**src/pfd_pkg.sv**
```systemverilog
// ----------------------------------------------------------------------------
// pfd_pkg
// Shared types and constants for the PPM frame decoder.
// ----------------------------------------------------------------------------
package pfd_pkg;

    localparam int CHANNELS = 8;
    localparam int CNT_W    = 4;
    localparam int TICK_W   = 16;
    localparam int IDX_W    = 4;
    localparam int APB_AW   = 4;
    localparam int APB_DW   = 32;
    localparam int S_TDATA_W = 16;
    localparam int M_TDATA_W = 24;
    localparam int M_TUSER_W = 4;

    typedef logic [CNT_W-1:0]  cnt_t;
    typedef logic [TICK_W-1:0] tick_t;

    localparam cnt_t CHAN_CNT  = cnt_t'(CHANNELS);
    localparam cnt_t WAIT_SYNC = cnt_t'(CHANNELS + 2);

    localparam tick_t MIN_PULSE_RST = tick_t'(1500);
    localparam tick_t MAX_PULSE_RST = tick_t'(4500);
    localparam tick_t SYNC_GAP_RST  = tick_t'(10000);
    localparam logic  TICK_SHIFT_RST = 1'b1;

    typedef enum logic [1:0] {
        FAIL_OVERFLOW = 2'd0,
        FAIL_INVALID  = 2'd1,
        FAIL_FEW_CHAN = 2'd2
    } fail_code_t;

    typedef enum logic [1:0] {
        REG_MIN_PULSE  = 2'd0,
        REG_MAX_PULSE  = 2'd1,
        REG_SYNC_GAP   = 2'd2,
        REG_TICK_SHIFT = 2'd3
    } reg_idx_t;

    typedef enum logic {
        FUNC_INTERVAL = 1'b0,
        FUNC_OVERFLOW = 1'b1
    } func_t;

    typedef struct packed {
        tick_t min_pulse_ticks;
        tick_t max_pulse_ticks;
        tick_t sync_gap_ticks;
        logic  tick_shift;
    } cfg_t;

    typedef struct packed {
        func_t func;
        tick_t interval_ticks;
    } item_t;

    typedef struct packed {
        logic             write_valid;
        logic [IDX_W-1:0] channel_index;
        tick_t            pulse_us;
        logic             frame_complete;
        logic             fail_valid;
        fail_code_t       fail_code;
    } result_t;

endpackage

```
**src/ppm_frame_decoder.sv**
```systemverilog
// ----------------------------------------------------------------------------
// ppm_frame_decoder
// Decodes RC pulse-position frames from measured edge intervals.
// ----------------------------------------------------------------------------
//  port group   dir  carries
//  s_axis_*     in   interval word (tdata) or timer overflow (tuser)
//  m_axis_*     out  channel write / failure report, tlast on frame complete
//  APB          in   pulse limits, sync gap, tick shift
//
//  One word per cycle sustained while m_axis_tready stays high; a result is
//  offered from the result register, which the input register feeds in one pass.
//  While a result waits on m_axis_tready, the input register takes at most
//  one more word and then holds s_axis_tready low.
//  Synchronous active-low reset; after reset the decoder waits for sync.
// ----------------------------------------------------------------------------
module ppm_frame_decoder (
    input  logic                          aclk,
    input  logic                          aresetn,
    input  logic                          s_axis_tvalid,
    output logic                          s_axis_tready,
    // [15:0] interval_ticks
    input  logic [pfd_pkg::S_TDATA_W-1:0] s_axis_tdata,
    // [0] func
    input  logic                          s_axis_tuser,
    output logic                          m_axis_tvalid,
    input  logic                          m_axis_tready,
    // [3:0] channel_index, [19:4] pulse_us, [23:20] zero
    output logic [pfd_pkg::M_TDATA_W-1:0] m_axis_tdata,
    // [0] write_valid, [1] fail_valid, [3:2] fail_code
    output logic [pfd_pkg::M_TUSER_W-1:0] m_axis_tuser,
    output logic                          m_axis_tlast,
    input  logic                          psel,
    input  logic                          penable,
    input  logic                          pwrite,
    input  logic [pfd_pkg::APB_AW-1:0]    paddr,
    input  logic [pfd_pkg::APB_DW-1:0]    pwdata,
    output logic [pfd_pkg::APB_DW-1:0]    prdata,
    output logic                          pready
);
    import pfd_pkg::*;

    cfg_t    cfg;
    item_t   item;
    logic    item_valid;
    logic    advance;
    result_t result;

    pfd_apb_regs u_regs (
        .aclk    (aclk),
        .aresetn (aresetn),
        .psel    (psel),
        .penable (penable),
        .pwrite  (pwrite),
        .paddr   (paddr),
        .pwdata  (pwdata),
        .prdata  (prdata),
        .pready  (pready),
        .cfg     (cfg)
    );

    pfd_in_stage u_in (
        .aclk          (aclk),
        .aresetn       (aresetn),
        .s_axis_tvalid (s_axis_tvalid),
        .s_axis_tready (s_axis_tready),
        .s_axis_tdata  (s_axis_tdata),
        .s_axis_tuser  (s_axis_tuser),
        .advance       (advance),
        .item_valid    (item_valid),
        .item          (item)
    );

    pfd_core u_core (
        .aclk       (aclk),
        .aresetn    (aresetn),
        .cfg        (cfg),
        .item_valid (item_valid),
        .item       (item),
        .advance    (advance),
        .out_valid  (m_axis_tvalid),
        .out_ready  (m_axis_tready),
        .result     (result)
    );

    assign m_axis_tdata = {4'b0000, result.pulse_us, result.channel_index};
    assign m_axis_tuser = {result.fail_code, result.fail_valid, result.write_valid};
    assign m_axis_tlast = result.frame_complete;

endmodule

```
**src/pfd_apb_regs.sv**
```systemverilog
// ----------------------------------------------------------------------------
// pfd_apb_regs
// APB register file holding the pulse limits, sync gap and tick shift.
// ----------------------------------------------------------------------------
module pfd_apb_regs (
    input  logic                       aclk,
    input  logic                       aresetn,
    input  logic                       psel,
    input  logic                       penable,
    input  logic                       pwrite,
    input  logic [pfd_pkg::APB_AW-1:0] paddr,
    input  logic [pfd_pkg::APB_DW-1:0] pwdata,
    output logic [pfd_pkg::APB_DW-1:0] prdata,
    output logic                       pready,
    output pfd_pkg::cfg_t              cfg
);
    import pfd_pkg::*;

    cfg_t     cfg_reg;
    reg_idx_t sel;
    logic     wr_en;

    assign pready = 1'b1;
    assign sel    = reg_idx_t'(paddr[3:2]);
    assign wr_en  = psel && penable && pwrite && pready;
    assign cfg    = cfg_reg;

    always_ff @(posedge aclk) begin
        if (!aresetn) begin
            cfg_reg.min_pulse_ticks <= MIN_PULSE_RST;
            cfg_reg.max_pulse_ticks <= MAX_PULSE_RST;
            cfg_reg.sync_gap_ticks  <= SYNC_GAP_RST;
            cfg_reg.tick_shift      <= TICK_SHIFT_RST;
        end else if (wr_en) begin
            unique case (sel)
                REG_MIN_PULSE:  cfg_reg.min_pulse_ticks <= pwdata[TICK_W-1:0];
                REG_MAX_PULSE:  cfg_reg.max_pulse_ticks <= pwdata[TICK_W-1:0];
                REG_SYNC_GAP:   cfg_reg.sync_gap_ticks  <= pwdata[TICK_W-1:0];
                REG_TICK_SHIFT: cfg_reg.tick_shift      <= pwdata[0];
                default: ;
            endcase
        end
    end

    always_comb begin
        prdata = '0;
        unique case (sel)
            REG_MIN_PULSE:  prdata = APB_DW'(cfg_reg.min_pulse_ticks);
            REG_MAX_PULSE:  prdata = APB_DW'(cfg_reg.max_pulse_ticks);
            REG_SYNC_GAP:   prdata = APB_DW'(cfg_reg.sync_gap_ticks);
            REG_TICK_SHIFT: prdata = APB_DW'(cfg_reg.tick_shift);
            default:        prdata = '0;
        endcase
    end

endmodule

```
**src/pfd_in_stage.sv**
```systemverilog
// ----------------------------------------------------------------------------
// pfd_in_stage
// Input register for interval and overflow words.
// ----------------------------------------------------------------------------
module pfd_in_stage (
    input  logic                       aclk,
    input  logic                       aresetn,
    input  logic                       s_axis_tvalid,
    output logic                       s_axis_tready,
    input  logic [pfd_pkg::S_TDATA_W-1:0] s_axis_tdata,
    input  logic                       s_axis_tuser,
    input  logic                       advance,
    output logic                       item_valid,
    output pfd_pkg::item_t             item
);
    import pfd_pkg::*;

    logic  valid_reg;
    logic  valid_next;
    item_t item_reg;

    assign s_axis_tready = !valid_reg || advance;
    assign item_valid    = valid_reg;
    assign item          = item_reg;

    always_comb begin
        valid_next = valid_reg;
        if (s_axis_tready) begin
            valid_next = s_axis_tvalid;
        end
    end

    always_ff @(posedge aclk) begin
        if (!aresetn) begin
            valid_reg <= 1'b0;
        end else begin
            valid_reg <= valid_next;
        end
    end

    always_ff @(posedge aclk) begin
        if (s_axis_tready && s_axis_tvalid) begin
            item_reg.func           <= func_t'(s_axis_tuser);
            item_reg.interval_ticks <= s_axis_tdata[TICK_W-1:0];
        end
    end

endmodule

```
**src/pfd_core.sv**
```systemverilog
// ----------------------------------------------------------------------------
// pfd_core
// Channel counter, range checks and result register.
// ----------------------------------------------------------------------------
module pfd_core (
    input  logic           aclk,
    input  logic           aresetn,
    input  pfd_pkg::cfg_t  cfg,
    input  logic           item_valid,
    input  pfd_pkg::item_t item,
    output logic           advance,
    output logic           out_valid,
    input  logic           out_ready,
    output pfd_pkg::result_t result
);
    import pfd_pkg::*;

    cnt_t    cnt_reg;
    cnt_t    cnt_next;
    cnt_t    cnt_inc;
    logic    out_valid_reg;
    logic    out_valid_next;
    result_t res_reg;
    result_t res_next;
    logic    in_range;

    assign advance   = item_valid && (!out_valid_reg || out_ready);
    assign out_valid = out_valid_reg;
    assign result    = res_reg;
    assign cnt_inc   = cnt_reg + cnt_t'(1);
    assign in_range  = (item.interval_ticks >= cfg.min_pulse_ticks) &&
                       (item.interval_ticks <= cfg.max_pulse_ticks);

    always_comb begin
        cnt_next = cnt_reg;
        res_next = '0;
        if (item.func == FUNC_OVERFLOW) begin
            res_next.fail_valid = 1'b1;
            res_next.fail_code  = FAIL_OVERFLOW;
            cnt_next            = WAIT_SYNC;
        end else if (item.interval_ticks >= cfg.sync_gap_ticks) begin
            if (cnt_reg < CHAN_CNT) begin
                res_next.fail_valid = 1'b1;
                res_next.fail_code  = FAIL_FEW_CHAN;
            end
            cnt_next = '0;
        end else if (cnt_reg < CHAN_CNT) begin
            if (in_range) begin
                res_next.write_valid    = 1'b1;
                res_next.channel_index  = IDX_W'(cnt_reg);
                res_next.pulse_us       = cfg.tick_shift ? (item.interval_ticks >> 1)
                                                         : item.interval_ticks;
                res_next.frame_complete = (cnt_inc == CHAN_CNT);
                cnt_next                = cnt_inc;
            end else begin
                res_next.fail_valid = 1'b1;
                res_next.fail_code  = FAIL_INVALID;
                cnt_next            = WAIT_SYNC;
            end
        end
    end

    always_comb begin
        out_valid_next = out_valid_reg;
        if (advance) begin
            out_valid_next = 1'b1;
        end else if (out_ready) begin
            out_valid_next = 1'b0;
        end
    end

    always_ff @(posedge aclk) begin
        if (!aresetn) begin
            cnt_reg       <= WAIT_SYNC;
            out_valid_reg <= 1'b0;
        end else begin
            out_valid_reg <= out_valid_next;
            if (advance) begin
                cnt_reg <= cnt_next;
            end
        end
    end

    always_ff @(posedge aclk) begin
        if (advance) begin
            res_reg <= res_next;
        end
    end

endmodule
```
**config.mk**
```make
export PLATFORM = sky130hd
export DESIGN_NAME = ppm_frame_decoder
export DESIGN_NICKNAME = d
export VERILOG_FILES = /design/src/pfd_pkg.sv /design/src/ppm_frame_decoder.sv /design/src/pfd_apb_regs.sv /design/src/pfd_in_stage.sv /design/src/pfd_core.sv
export SDC_FILE = /design/constraint.sdc
export NUM_CORES = 1
export LEC_CHECK = 0
export BUFFER_PORTS_ARGS = -buffer_cell sky130_fd_sc_hd__buf_2
export CORE_UTILIZATION = 55
export CTS_CLUSTER_SIZE = 16
export DETAILED_ROUTE_END_ITERATION = 8
export GPL_TIMING_DRIVEN = 0
export PLACE_DENSITY = 0.91
export SKIP_CTS_REPAIR_TIMING = 1
export SYNTH_ARGS = -nofsm -noshare
export SYNTH_HDL_FRONTEND = slang
export SYNTH_SLANG_ARGS = --single-unit
```
**constraint.sdc**
```tcl
create_clock -name aclk -period 3.64 [get_ports aclk]
set_clock_uncertainty 0.05 [all_clocks]
set_input_delay 1.092 -clock aclk [delete_from_list [all_inputs] [get_ports aclk]]
set_output_delay 1.092 -clock aclk [all_outputs]
set_load 0.05 [all_outputs]
```
==> qor.csv <==
stage,metric,value,unit
clocking,Worst-path clk slew,90,ps
route,# DRC,0,
critical_path,CP Cell Sequence,buf_2 > buf_2 > buf_4 > mux2i_1 > o21ai_2 > buf_2,
route,Detailed Route WL,13700,um
synthesis,Area contributors post-synth,"edfxtp_1 23%, dfxtp_1 20%, ha_1 11%",
die,total die area,10200,sq um
finish,share of cells above drive strength 1,0.227,
finish,synthesis-to-layout area growth,16.9,%
finish,fin nets,787,
die,core area,9370,sq um
critical_path,"Data required, critical path",2500,ps
critical_path,Crit-path slowest cell,buf_4,
critical_path,CP Capture Type,output port,
critical_path,"Arr. time, crit path",2380,ps
place,Port-buffer cells,84,
grt,gr ovfl total,0,
clocking,Root Driver,clkbuf_8,
route,WL/cell,16.8,um
clocking,CTS sink cnt,97,
grt,largest net degree at the start of global routing,21,
die,IO Count,124,
sta,pin slew with the least headroom to its limit,1000,ps
route,vias per cell,5.54,
sta,# setup viols final,0,
critical_path,Max stage delay on crit path,300,ps
synthesis,main flop type after synthesis,dfxtp_1,
sta,fin. max-slew vios,0,
clocking,Bufs on Longest Clock Path,2,
pwr,Peak VDD IR,217,uV
flow_run,Max Cap Violations,0,
synthesis,number of synthesized flops with an enable pin,42,
sta,Fin Setup TNS,0,ps
synthesis,"count leader, synth",nand2_1,
synthesis,Post-Synthesis Cells,562,
finish,diodes inserted,0,
clocking,worst-skew pair later-pin latency,370,ps
pwr,overall power,2.23,mW
place,GPL Wtd Cong,0.933,
clocking,H-tree levels,3,
die,die width,101,um
synthesis,"FF+latch count, synth",97,
sta,Rel. slew slack,0.331,
route,initial drt markers,333,
critical_path,worst setup path category,in -> out,
synthesis,Post-synth top cells,"105 x nand2_1, 55 x dfxtp_1, 53 x inv_1",
route,DRT antenna net count,0,
finish,Largest register FFs,49,
sta,Final min period,3520,ps
grt,antenna violations before repair,0,
sta,Final period util,0.967,
critical_path,critical path startpoint category,input pin,
sta,Final Hold Vio Count,0,
pwr,power density cells,354,nW/um^2
grt,first-pass GRT wire length,21600,um
die,Rows,35,
grt,Tot GR Track Use,0.283,
die,overall die height,101,um
synthesis,Synth Warn #,0,
synthesis,"Seq/Total Area, Yosys",0.438,
outcome,status,"finished, final reports clean",
synthesis,synthesized area,5400,sq um
synthesis,post-synth top area cell,edfxtp_1,
synthesis,Post-Syn Area per Cell,9.61,sq um
finish,Fill cells,760,
sta,RSZ-0062 raised after global routing,false,
critical_path,most frequent CP cell,buf_2,
synthesis,synth unique cells,50,
clocking,CTS Buf Count,9,
pwr,Pleak,2.77,nW
synthesis,Async SR Flop Fraction,0,
sta,highest clock rate,284,MHz
clocking,CTS tree,yes,
die,Initial Util,0.576,
synthesis,Synth top area share,0.234,
hold_path,Worst Hold Class,reg -> reg,
place,dpl hpwl,10400,um
route,vias,4495,
route,drt pass-1 iters,5,
critical_path,CP Max Fanout,10,
grt,vias in the first global route,4364,
final timing paths:
check	from	endpoint	slack, ps	depth (start not counted)
min	u_regs.cfg[46]	u_regs.cfg[46]	440	2
max reg2reg	u_in.item[1]	u_core.result[13]	160	10
max	paddr[2]	prdata[10]	120	6
min reg2reg	u_regs.cfg[46]	u_regs.cfg[46]	440	2
cell type report:
cell class	count	area, sq um	share of cell area
Multi-Input combinational cell	386	2680	0.424
Tap cell	129	161	0.0256
Buffer	46	285	0.0452
Clock buffer	10	128	0.0202
Sequential cell	97	2360	0.374
Clock inverter	6	51.3	0.00813
Timing Repair Buffer	85	448	0.0710
Inverter	53	199	0.0315
routing by layer:
layer | track usage | share of wire | up-vias
met5 | 0 | 0 | -
met1 | 0.343 | 0.40 | 2080
met4 | 0.167 | 0.045 | 0
met3 | 0.0444 | 0.076 | 55
met2 | 0.474 | 0.48 | 223
li1 | - | - | 2137
report_power, final:
part	internal [mW]	total [mW]	switching (mW)
combinational	0.121	0.378	0.257
sequential	1.17	1.20	0.0292
clock	0.258	0.658	0.400
total	1.55	2.23	0.686
placed cells by master (no fill, tap or decap), types with 2 or more instances in the layout:
| cell | Yosys | final |
|---|---|---|
| a2111oi_0 | 2 | 2 |
| a211oi_1 | 2 | 2 |
| a21boi_0 | 32 | 32 |
| a21o_1 | 4 | 4 |
| a21oi_1 | 16 | 16 |
| and2_1 | 2 | 2 |
| buf_2 | 0 | 85 |
| buf_4 | 21 | 22 |
| clkbuf_1 | 20 | 19 |
| clkbuf_8 | 0 | 9 |
| clkinvlp_4 | 0 | 3 |
| conb_1 | 2 | 22 |
| dfxtp_1 | 55 | 55 |
| edfxtp_1 | 42 | 42 |
| ha_1 | 49 | 49 |
| inv_1 | 53 | 53 |
| inv_6 | 0 | 2 |
| mux2i_1 | 31 | 31 |
| nand2_1 | 105 | 105 |
| nand3_1 | 6 | 6 |
| nand4_1 | 7 | 7 |
| nor2_1 | 17 | 17 |
| nor2_2 | 3 | 3 |
| nor2_4 | 7 | 7 |
| nor2b_1 | 7 | 6 |
| nor3_1 | 3 | 3 |
| nor3b_1 | 2 | 2 |
| nor4_1 | 2 | 2 |
| o211ai_1 | 20 | 20 |
| o21a_1 | 4 | 4 |
| o21ai_0 | 18 | 3 |
| o21ai_1 | 0 | 5 |
| o21ai_2 | 0 | 10 |
| o311ai_0 | 2 | 2 |
| o31a_1 | 2 | 2 |
| o31ai_1 | 2 | 2 |
| or3_1 | 3 | 3 |
cells by family (layout without fill, tap and decap cells):
kind of cell	after synthesis	count (layout)	share of synthesized area
fa+ha+maj	49	49	0.114
other cells	2	22	0.00139
flops	97	97	0.438
simple gates	172	172	0.152
mux	32	32	0.0616
compound gates	111	111	0.146
buf+inv	99	200	0.0878
stage by stage:
| stage | hold slack (ps) | cell area, sq um | utilization | instances | worst slack (ps) |
|---|---|---|---|---|---|
| floorplan | 406 | 5510 | - | 582 | 138 |
| global placement | 419 | 6090 | 0.650 | 795 | -282 |
| detailed placement | 424 | 6120 | 0.654 | 796 | -289 |
| CTS | 436 | 6300 | 0.673 | 812 | -291 |
| global route | 456 | 6310 | 0.674 | 812 | 6.32 |
| finish | 435 | 6310 | 0.674 | 812 | 118 |
critical path, delay by kind of cell:
family / cells / cell delay, ps
buffers and inverters: 4 / 950
multiplexers: 1 / 250
AO/OA/AOI/OAI: 1 / 80
Power figures use the tool's default switching activity.
